$ cat src/rtl/lrs_pkg.sv
// Shared types, constants and the sigmoid lookup table for the logistic
// regression SGD block. No dependencies; used by lrs_mul and the top level.
`timescale 1ns / 1ps

package lrs_pkg;

  // Number of weights and buffered features per instance
  localparam int FEATURES   = 16;
  localparam int FEAT_IDX_W = (FEATURES > 1) ? $clog2(FEATURES) : 1;
  localparam int FEAT_CNT_W = $clog2(FEATURES + 1);

  // Dot-product accumulator: 48-bit products plus growth over FEATURES terms
  localparam int ACC_W = 48 + FEAT_IDX_W + 1;

  // Shared multiplier operand and product widths
  localparam int MUL_A_W = 42;
  localparam int MUL_B_W = 18;
  localparam int MUL_P_W = MUL_A_W + MUL_B_W;

  // Weight update rounds the Q.52 step down to Q.24
  localparam int DELTA_SHIFT = 28;

  // Function codes of an input item
  localparam logic [1:0] FUNC_TRAIN    = 2'd0;
  localparam logic [1:0] FUNC_CLASSIFY = 2'd1;
  localparam logic [1:0] FUNC_READ     = 2'd2;

  // Register map
  localparam logic [1:0]  ADDR_LEARNING_RATE  = 2'd0;
  localparam logic [23:0] LEARNING_RATE_RESET = 24'd1678;

  // exp(-1/16) in Q0.32
  localparam logic [31:0] SIG_STEP_Q = 32'd4034748382;

  typedef logic [255:0][15:0] sig_table_t;

  // Builds the sigmoid table at elaboration: entry i is sigmoid((i-128)/16)
  // in Q0.16. The quotient is formed by shift-and-subtract long division.
  function automatic sig_table_t sig_table_build();
    sig_table_t  tbl;
    logic [65:0] e;
    logic [33:0] den;
    logic [48:0] num;
    logic [48:0] quo;
    logic [34:0] rem;
    tbl = '0;
    e   = 66'(1) << 32;
    for (int m = 0; m <= 128; m++) begin
      if (m > 0) begin
        e = (e * 66'(SIG_STEP_Q) + (66'(1) << 31)) >> 32;
      end
      den = 34'(e) + (34'(1) << 32);
      num = (49'(1) << 48) + 49'(den >> 1);
      rem = '0;
      quo = '0;
      for (int k = 48; k >= 0; k--) begin
        rem = {rem[33:0], num[k]};
        quo = {quo[47:0], 1'b0};
        if (rem >= 35'(den)) begin
          rem    = rem - 35'(den);
          quo[0] = 1'b1;
        end
      end
      if (m < 128) begin
        tbl[128 + m] = quo[15:0];
      end
      if (m > 0) begin
        tbl[128 - m] = 16'(17'h10000 - quo[16:0]);
      end
    end
    return tbl;
  endfunction

  localparam sig_table_t SIG_TABLE = sig_table_build();

endpackage

$ cat src/rtl/lrs_mul.sv
// Shared signed multiplier with a registered product.
// Depends on lrs_pkg for the operand and product widths.
`timescale 1ns / 1ps

module lrs_mul (
  input  logic                                 clk,
  input  logic signed [lrs_pkg::MUL_A_W-1:0]   a,
  input  logic signed [lrs_pkg::MUL_B_W-1:0]   b,
  output logic signed [lrs_pkg::MUL_P_W-1:0]   p
);

  // One product per cycle, available the cycle after the operands
  always_ff @(posedge clk) begin
    p <= lrs_pkg::MUL_P_W'(a * b);
  end

endmodule

$ cat src/rtl/logistic_regression_sgd_step.sv
// Online logistic regression: one SGD step per training instance.
// Uses lrs_pkg and the shared multiplier lrs_mul.
`timescale 1ns / 1ps

// Features stream in one per transfer and are buffered; a feature that does not
// close its instance leaves the block ready for the next. The closing feature
// starts a sequencer that runs everything through one registered multiplier,
// with a multiply and an accumulate or add state per buffered feature per pass:
// a classify-only instance gets the dot-product pass and sigmoid lookup, a
// training one also step scaling and the weight update pass. A weight read
// registers the weight first. The probability comes from a 256-entry table over
// the logit clamped to [-8,8). Weights are Q8.24 and saturate; they reset to
// zero. Results sit in an output register, so the next feature can be taken
// while a result waits. learning_rate lives at APB byte address 0.

module logistic_regression_sgd_step (
  input  logic               clk,
  input  logic               rst,
  // input items
  input  logic               item_valid,
  output logic               item_ready,
  input  logic [1:0]         func,
  input  logic signed [15:0] feature,
  input  logic               label,
  input  logic               last,
  input  logic [3:0]         weight_index,
  // result items
  output logic               result_valid,
  input  logic               result_ready,
  output logic [15:0]        probability,
  output logic signed [31:0] weight_value,
  output logic               too_many_features,
  // configuration
  input  logic               psel,
  input  logic               penable,
  input  logic               pwrite,
  input  logic [1:0]         paddr,
  input  logic [31:0]        pwdata,
  output logic [31:0]        prdata,
  output logic               pready
);

  localparam int IDX_W = lrs_pkg::FEAT_IDX_W;
  localparam int CNT_W = lrs_pkg::FEAT_CNT_W;
  localparam int ACC_W = lrs_pkg::ACC_W;
  localparam int A_W   = lrs_pkg::MUL_A_W;
  localparam int B_W   = lrs_pkg::MUL_B_W;
  localparam int P_W   = lrs_pkg::MUL_P_W;

  typedef enum logic [3:0] {
    S_IDLE,
    S_READ,
    S_DOT_MUL,
    S_DOT_ACC,
    S_SIG,
    S_RATE_MUL,
    S_RATE_CAP,
    S_UPD_MUL,
    S_UPD_ADD,
    S_RESP
  } state_t;

  state_t                    state;
  logic [23:0]               learning_rate;
  logic signed [31:0]        weight_store [lrs_pkg::FEATURES];
  logic signed [15:0]        feature_buffer [lrs_pkg::FEATURES];
  logic [CNT_W-1:0]          feature_count;
  logic                      overflow_seen;
  logic [CNT_W-1:0]          idx;
  logic                      train_mode;
  logic                      label_r;
  logic                      is_read;
  logic                      read_ok;
  logic signed [ACC_W-1:0]   acc;
  logic [15:0]               p_reg;
  logic signed [A_W-1:0]     scaled;
  logic signed [31:0]        read_val;

  logic                      item_xfer;
  logic                      is_feature;
  logic                      has_room;
  logic [IDX_W-1:0]          idx_sel;
  logic [IDX_W-1:0]          cnt_sel;
  logic [CNT_W-1:0]          idx_inc;
  logic                      idx_done;
  logic signed [31:0]        w_cur;
  logic signed [15:0]        x_cur;
  logic signed [B_W-1:0]     err;
  logic signed [A_W-1:0]     mul_a;
  logic signed [B_W-1:0]     mul_b;
  logic signed [P_W-1:0]     mul_p;
  logic [P_W-1:0]            rounded;
  logic signed [31:0]        delta;
  logic signed [32:0]        w_sum;
  logic signed [31:0]        w_sat;
  logic                      logit_low;
  logic                      logit_high;
  logic [7:0]                sig_idx;
  logic                      cfg_write;

  // Handshake and index helpers
  assign item_ready = (state == S_IDLE);
  assign item_xfer  = item_valid && item_ready;
  assign is_feature = func inside {lrs_pkg::FUNC_TRAIN, lrs_pkg::FUNC_CLASSIFY};
  assign has_room   = feature_count < CNT_W'(lrs_pkg::FEATURES);
  assign idx_sel    = idx[IDX_W-1:0];
  assign cnt_sel    = feature_count[IDX_W-1:0];
  assign idx_inc    = idx + CNT_W'(1);
  assign idx_done   = (idx_inc == feature_count);
  assign w_cur      = weight_store[idx_sel];
  assign x_cur      = feature_buffer[idx_sel];

  // Prediction error label - p, Q0.16 in 18 bits
  assign err = signed'({1'b0, label_r, 16'b0}) - signed'({2'b00, p_reg});

  // Operand select for the shared multiplier
  always_comb begin
    mul_a = '0;
    mul_b = '0;
    case (state)
      S_DOT_MUL: begin
        mul_a = A_W'(w_cur);
        mul_b = B_W'(x_cur);
      end
      S_RATE_MUL: begin
        mul_a = signed'(A_W'(learning_rate));
        mul_b = err;
      end
      S_UPD_MUL: begin
        mul_a = scaled;
        mul_b = B_W'(x_cur);
      end
      default: begin
        mul_a = '0;
        mul_b = '0;
      end
    endcase
  end

  lrs_mul u_mul (
    .clk (clk),
    .a   (mul_a),
    .b   (mul_b),
    .p   (mul_p)
  );

  // Weight update: round step half up to Q.24, add, saturate
  assign rounded = mul_p + (P_W'(1) << (lrs_pkg::DELTA_SHIFT - 1));
  assign delta   = signed'(rounded[lrs_pkg::DELTA_SHIFT +: 32]);
  assign w_sum   = {w_cur[31], w_cur} + {delta[31], delta};

  always_comb begin
    if (w_sum[32] != w_sum[31]) begin
      w_sat = w_sum[32] ? {1'b1, 31'b0} : {1'b0, {31{1'b1}}};
    end else begin
      w_sat = w_sum[31:0];
    end
  end

  // Logit clamp to [-8,8) in Q.36 and table index
  assign logit_low  = acc[ACC_W-1] && !(&acc[ACC_W-2:39]);
  assign logit_high = !acc[ACC_W-1] && (|acc[ACC_W-2:39]);

  always_comb begin
    if (logit_low) begin
      sig_idx = 8'd0;
    end else if (logit_high) begin
      sig_idx = 8'd255;
    end else begin
      sig_idx = {~acc[39], acc[38:32]};
    end
  end

  // Configuration port
  assign pready    = 1'b1;
  assign cfg_write = psel && penable && pwrite && (paddr == lrs_pkg::ADDR_LEARNING_RATE);
  assign prdata    = (paddr == lrs_pkg::ADDR_LEARNING_RATE) ? {8'b0, learning_rate} : 32'b0;

  // Feature buffer: written as features arrive
  always_ff @(posedge clk) begin
    if (item_xfer && is_feature && has_room) begin
      feature_buffer[cnt_sel] <= feature;
    end
  end

  // Sequencer, weights and result register
  always_ff @(posedge clk) begin
    if (rst) begin
      state             <= S_IDLE;
      learning_rate     <= lrs_pkg::LEARNING_RATE_RESET;
      for (int i = 0; i < lrs_pkg::FEATURES; i++) begin
        weight_store[i] <= '0;
      end
      feature_count     <= '0;
      overflow_seen     <= 1'b0;
      idx               <= '0;
      train_mode        <= 1'b0;
      label_r           <= 1'b0;
      is_read           <= 1'b0;
      read_ok           <= 1'b0;
      acc               <= '0;
      p_reg             <= '0;
      scaled            <= '0;
      read_val          <= '0;
      result_valid      <= 1'b0;
      probability       <= '0;
      weight_value      <= '0;
      too_many_features <= 1'b0;
    end else begin
      if (cfg_write) begin
        learning_rate <= pwdata[23:0];
      end

      // Output register empties on a result transfer unless refilled below
      if (result_valid && result_ready && state != S_RESP) begin
        result_valid <= 1'b0;
      end

      case (state)
        S_IDLE: begin
          if (item_xfer) begin
            if (is_feature) begin
              if (has_room) begin
                feature_count <= feature_count + CNT_W'(1);
              end else begin
                overflow_seen <= 1'b1;
              end
              if (last) begin
                train_mode <= (func == lrs_pkg::FUNC_TRAIN);
                label_r    <= label;
                is_read    <= 1'b0;
                idx        <= '0;
                acc        <= '0;
                state      <= S_DOT_MUL;
              end
            end else if (func == lrs_pkg::FUNC_READ) begin
              idx     <= CNT_W'(weight_index);
              read_ok <= 32'(weight_index) < lrs_pkg::FEATURES;
              is_read <= 1'b1;
              state   <= S_READ;
            end
          end
        end

        S_READ: begin
          read_val <= read_ok ? w_cur : 32'sd0;
          state    <= S_RESP;
        end

        // Dot product: each term is multiplied, then accumulated
        S_DOT_MUL: begin
          state <= S_DOT_ACC;
        end

        S_DOT_ACC: begin
          acc <= acc + signed'(mul_p[ACC_W-1:0]);
          idx <= idx_inc;
          state <= idx_done ? S_SIG : S_DOT_MUL;
        end

        S_SIG: begin
          p_reg <= lrs_pkg::SIG_TABLE[sig_idx];
          state <= train_mode ? S_RATE_MUL : S_RESP;
        end

        // rate * err, then the update pass
        S_RATE_MUL: begin
          state <= S_RATE_CAP;
        end

        S_RATE_CAP: begin
          scaled <= mul_p[A_W-1:0];
          idx    <= '0;
          state  <= S_UPD_MUL;
        end

        S_UPD_MUL: begin
          state <= S_UPD_ADD;
        end

        S_UPD_ADD: begin
          weight_store[idx_sel] <= w_sat;
          idx   <= idx_inc;
          state <= idx_done ? S_RESP : S_UPD_MUL;
        end

        // Hand the result to the output register once it is free
        S_RESP: begin
          if (!result_valid || result_ready) begin
            result_valid <= 1'b1;
            if (is_read) begin
              probability       <= '0;
              weight_value      <= read_val;
              too_many_features <= 1'b0;
            end else begin
              probability       <= p_reg;
              weight_value      <= '0;
              too_many_features <= overflow_seen;
              feature_count     <= '0;
              overflow_seen     <= 1'b0;
            end
            state <= S_IDLE;
          end
        end

        default: begin
          state <= S_IDLE;
        end
      endcase
    end
  end

endmodule

$ cat config.mk
export PLATFORM = sky130hd
export DESIGN_NAME = logistic_regression_sgd_step
export DESIGN_NICKNAME = d
export VERILOG_FILES = /design/src/rtl/lrs_pkg.sv /design/src/rtl/lrs_mul.sv /design/src/rtl/logistic_regression_sgd_step.sv
export SDC_FILE = /design/constraint.sdc
export NUM_CORES = 2
export LEC_CHECK = 0
export ABC_AREA = 1
export BUFFER_PORTS_ARGS = -buffer_cell sky130_fd_sc_hd__buf_4
export CAP_MARGIN = 20
export CORE_UTILIZATION = 45
export CTS_CLUSTER_DIAMETER = 100
export DETAILED_ROUTE_END_ITERATION = 7
export HOLD_SLACK_MARGIN = 0.08
export SYNTH_ARGS = -nofsm -noshare
export SYNTH_HDL_FRONTEND = slang
export SYNTH_HIERARCHICAL = 1
export SYNTH_SLANG_ARGS = --single-unit
$ cat constraint.sdc
create_clock -name clk -period 13.96 [get_ports clk]
set_clock_uncertainty 0.05 [all_clocks]
set_input_delay 1.396 -clock clk [delete_from_list [all_inputs] [get_ports clk]]
set_output_delay 1.396 -clock clk [all_outputs]
set_load 0.05 [all_outputs]
==> Yosys cells after proc, flatten, opt, wreduce, memory -nomap -nowiden <==
Memories as Yosys holds them, arrays and structs flattened. A register that Yosys moved wholly into a read port is not among the register bits.
Index checks and enable logic that the tools add are counted.
Widths: inputs -> output; s select.
{ "op_classes": {"n_addsub": 6, "n_mul": 1, "order_cmp": 1, "n_eq_ne": 24, "muxes": 61, "n_bitwise": 2, "reduce_logical": 36} }
{ "ops": {"columns": ["operator", "n"], "rows": [
  ["$mux 32", 5],
  ["$mux 53", 3],
  ["$pmux 42 s3", 1],
  ["$pmux 53 s2", 1],
  ["$add 60x29->60 const B", 1],
  ["$mul 42x18->60", 1],
  ["$add 53x53->53", 1],
  ["$mux 4", 12],
  ["$mux 5", 9],
  ["$pmux 4 s10", 1],
  ["$pmux 18 s2", 1],
  ["$add 32x32->33", 1],
  ["$reduce_or 32->1", 1],
  ["$mux 24", 1],
  ["$reduce_and 4->1", 6],
  ["$mux 1", 20],
  ["$sub 17x16->18", 1],
  ["$eq 4x3->1 const B", 4],
  ["$mux 16", 1],
  ["$mux 8", 2],
  ["$pmux 5 s3", 1],
  ["$reduce_and 13->1", 1],
  ["$reduce_or 13->1", 1],
  ["$reduce_and 6->1", 2],
  ["other kinds (27)", 53]
]} }
{ "word_totals": {"reg_bits": 280, "ramBits": 768, "rom_bits": 4096, "output_inout_bits": 84, "elab_cells": 151, "mem_count": 3} }
{ "mem_list": {"columns": ["memory", "depth", "width", "read_ports", "rd_clocked_by_memory_dff", "write_ports", "line_no", "rtl"], "rows": [
  ["(name not given)", 256, 16, 1, 1, 0, "logistic_regression_sgd_step.sv:262", "p_reg <= lrs_pkg::SIG_TABLE[sig_idx];"],
  ["weight_store", 16, 32, 1, 1, 16, "logistic_regression_sgd_step.sv:65", "logic signed [31:0] weight_store [lrs_pkg::FEATURES];"],
  ["feature_buffer", 16, 16, 1, 1, 1, "logistic_regression_sgd_step.sv:66", "logic signed [15:0] feature_buffer [lrs_pkg::FEATURES];"]
]} }

==> Depth between registers and ports, before layout <==
{ "depth": {"depth_word": 7, "ltp_mapped": 42, "mapped_depth_nobuf": 40} }

==> Modules after synthesis <==
Netlist, hierarchy kept.
{ "by_module_without_submodules": {"columns": ["mod", "n_inst", "cells_each", "area_per_inst_um2", "seq_area_each_um2"], "rows": [
  ["logistic_regression_sgd_step", 1, 6038, 52554.2, 27866.7],
  ["lrs_mul", 1, 3887, 29005.3, 1201.2]
]} }

==> Least setup slack after synthesis <==
OpenSTA, ideal clock, no wires.
{ "synth_path": {"path_type": "flip-flop to flip-flop", "start": "register (tool-made name)", "end": "register u_mul/p[57] (netlist bit)", "arrival_time_ns": 6.978, "required_time_ns": 13.797, "path_slack_ns": 6.819, "stages_incl_launch_ff": 33, "n_path_buf": 6, "synth_period_minus_slack_ns": 7.141, "path_cell_list": "dfxtp_1 -> buf_2 -> clkbuf_1 -> clkbuf_1 -> clkbuf_1 -> nor2_1 -> o221ai_1 -> a21oi_1 -> o31ai_1 -> clkbuf_1 -> clkbuf_1 -> nand2_1 -> inv_1 -> fa_1 -> fa_1 -> ha_1 -> inv_1 -> fa_1 -> inv_1 -> fa_1 -> inv_1 -> fa_1 -> inv_1 -> ha_1 -> nand2_2 -> inv_2 -> nand2_1 -> nor3_1 -> and2_1 -> and2_1 -> nand2_1 -> nand4_1 -> nand2_1"} }
{ "synth_lines": {"columns": ["element", "line_no", "rtl"], "rows": [
  ["to (signal assigned)", "lrs_mul.sv:14", "p <= lrs_pkg::MUL_P_W'(a * b);"],
  ["to (decl)", "lrs_mul.sv:9", "output logic signed [lrs_pkg::MUL_P_W-1:0] p"]
]} }

==> run_results.csv <==
group,metric,value,unit
timing,setup_viol,0,
timing,finalCritPeriodShare,71.52,%
synthesis,synth_warnings,6,
floorplanning,die_w,427.7,µm
placed_design,dp_hpwl,193100,µm
clocking,worstSkewPairLatency,780,ps
setup_path,slowest_delay,840,ps
synthesis,ys_seq_area_share,35.64,%
timing,holdWs,414.6,ps
placed_design,gp_congestion,0.9738,
clocking,h-tree-depth,3,
synthesis,synth.top_cell.area_share,28.28,%
timing,relSlewSlack,21.42,%
clocking,cts.sinks,1068,
setup_path,startpoint_type,"flip-flop",
grt,grt_max_degree,225,
run_status,status,"finished, violations left",
setup_path,crit_arrival,10560,ps
layout,drive_gt1_share,6.636,%
floorplanning,die_h,427.7,µm
layout,largest_reg_flops,512,
synthesis,synth.most_common_cell,"nand2_1",
floorplanning,die_area,182900,µm²
clocking,cts_buffers,109,
min_path,hold_start,"weight_value[10]",
synthesis,synth-edff-count,768,
power,ir_drop,0.2523,mV
synthesis,synth.area.top_cells,"edfxtp_1 28%, fa_1 18%, nand2_1 9.7%, dfxtp_1 7.4%, inv_1 7.2%",
layout,areaGrowthSynthToFinish,8.099,%
clocking,postCtsHoldBufs,0,
timing,fmax,100.2,MHz
grt,gr-total-overflow,0,
clocking,cts_tree,"yes",
layout,nFillCells,17430,
floorplanning,core,179200,µm²
min_path,hold_class,"reg2reg",
synthesis,syn-cell-area,81560,µm²
setup_path,endpoint_kind,"flip-flop",
grt,first_global_vias,67480,
synthesis,synthArstFlopShare,0,%
grt,grt_pass1_wl,420800,µm
drt,dr.pass1.iters,8,
drt,vias,69150,
timing,worstMarginPinSlew,1166,ps
grt,track_usage,30.64,%
synthesis,synth_seq_cells,1068,
setup_path,path_buf_inv,8,
run_status,violations,"DRC",
drt,vias_per_cell,5.683,
clocking,cts_post_setup_buffers_inserted,0,
layout,stdcell_area,88160,µm²
drt,drt_iter0_markers,7078,
floorplanning,ioPinCount,149,
timing,post-route-min-period,9985,ps
layout,nets,10750,
synthesis,yosysTopAreaCell,"edfxtp_1",
placed_design,port-buffer-count,131,
timing,hold_viol,0,
drt,routedWlPerCell,23.32,µm
clocking,clkSlewWorstSetupHoldPaths,60,ps
setup_path,path_delay_family,"adder cells",
timing,finalMaxSlewViolations,0,
setup_path,cp_common_cell,"nand2_1",
power,pwr_density_cell,148.2,nW/µm²
setup_path,cpMaxStageDelayCell,"nand2_1",
floorplanning,start_util,45.51,%
setup_path,cp_max_fo,54,
timing,tns,0,ps
power,leakage,39.77,nW
flow_run,cap_violations,0,
floorplanning,fp-row-count,155,
synthesis,syn_inst,9925,
synthesis,avgSynthCellArea,8.218,µm²
clocking,cts_max_path_buffers,3,
setup_path,worstPathRequired,14530,ps
drt,wl,283700,µm
synthesis,ys_dominant_reg_cell,"edfxtp_1",
drt,ant_nets,0,
synthesis,yosys.cell_types.count,59,
drt,post-route-drc-count,4,
clocking,root_buffer,"clkbuf_16",
clocking,post_cts_resized,0,
timing,rsz0062_at_grt,"no",
setup_path,crit_type,"reg2reg",
grt,antenna_found_initial,6,
placed_design,dpl_cell_area,84530,µm²
layout,fin_util,49.20,%
synthesis,synth_common_cells,"2104 x nand2_1, 1575 x inv_1, 935 x nor2_1",
layout by cell type (no fill, tap or decap), types with 16 or more instances in the layout:
cell / instances
o21bai_1: 20
dfxtp_1: 296
clkinv_2: 16
clkbuf_1: 23
nor2_2: 35
nand3_1: 356
ha_1: 255
a22oi_1: 25
o21ai_1: 26
xor2_1: 85
edfxtp_1: 768
nand2_2: 83
clkbuf_16: 111
nor2_1: 914
a31oi_1: 22
o21ai_0: 636
clkinv_1: 25
o22ai_1: 58
nand4_1: 61
fa_1: 715
o211ai_1: 50
a21oi_1: 908
inv_1: 1572
or2_2: 17
nor3_1: 43
o221ai_1: 137
nand2_1: 2069
buf_4: 280
stage by stage:
stage	setup slack, ps	total power, mW	cells
6_report	3975	13.07	12170
5_1_grt	3464	13.65	12170
4_1_cts	4025	12.96	12160
3_5_place_dp	4074	10.01	11960
3_3_place_gp	4049	9.950	11960
2_1_floorplan	6819	8.004	9932
final cells by class:
cell class / instances / area [µm²] / share of cell area [%]
clock inverters: 54 / 558.0 / 0.6329
flip-flops and latches: 1068 / 29080 / 32.98
diodes: 2 / 5.005 / 0.005677
inverters: 1588 / 5983 / 6.786
multi-input cells: 6667 / 44330 / 50.29
well taps: 2355 / 2947 / 3.342
repair buffers: 285 / 2210 / 2.506
clock buffers: 148 / 3048 / 3.457
worst min-delay path, delay by kind of cell, from the launching register on:
family / cells / cell delay, ps
flops: 1 / 310
simple gates: 1 / 60
compound gates: 1 / 50
logic make-up after synthesis:
kind of cell	Yosys count	share of synthesized area (%)
multiplexers	2	0.02455
XOR/XNOR	100	1.074
AND/OR/NAND/NOR	3617	17.90
adder cells (fa/ha/maj)	970	21.46
other	2	0.009208
AO/OA/AOI/OAI	1969	13.39
flip-flops	1068	35.64
buffers and inverters	2197	10.50
report_power, final:
group	switching [mW]	internal (mW)	total, mW	leakage (nW)
combinational	5.09	1.33	6.42	28.0
clock	1.32	1.65	2.97	1.75
sequential	0.142	3.54	3.68	10.0
total	6.55	6.52	13.1	39.8
per-layer routing:
layer	wire (µm)	global-route usage, %
met3	21660	4.145
met1	114700	40.38
met4	13370	13.54
met5	9	0
met2	133900	50.35
path summary, 6_finish.rpt:
path / end / slack [ps] / cells after the start
max: u_mul/p[58] / 3980 / 30
min: weight_value[10] / 410 / 2
max reg2reg: u_mul/p[58] / 3980 / 30
min reg2reg: weight_value[10] / 410 / 2
(Power assumes the default switching activity.)
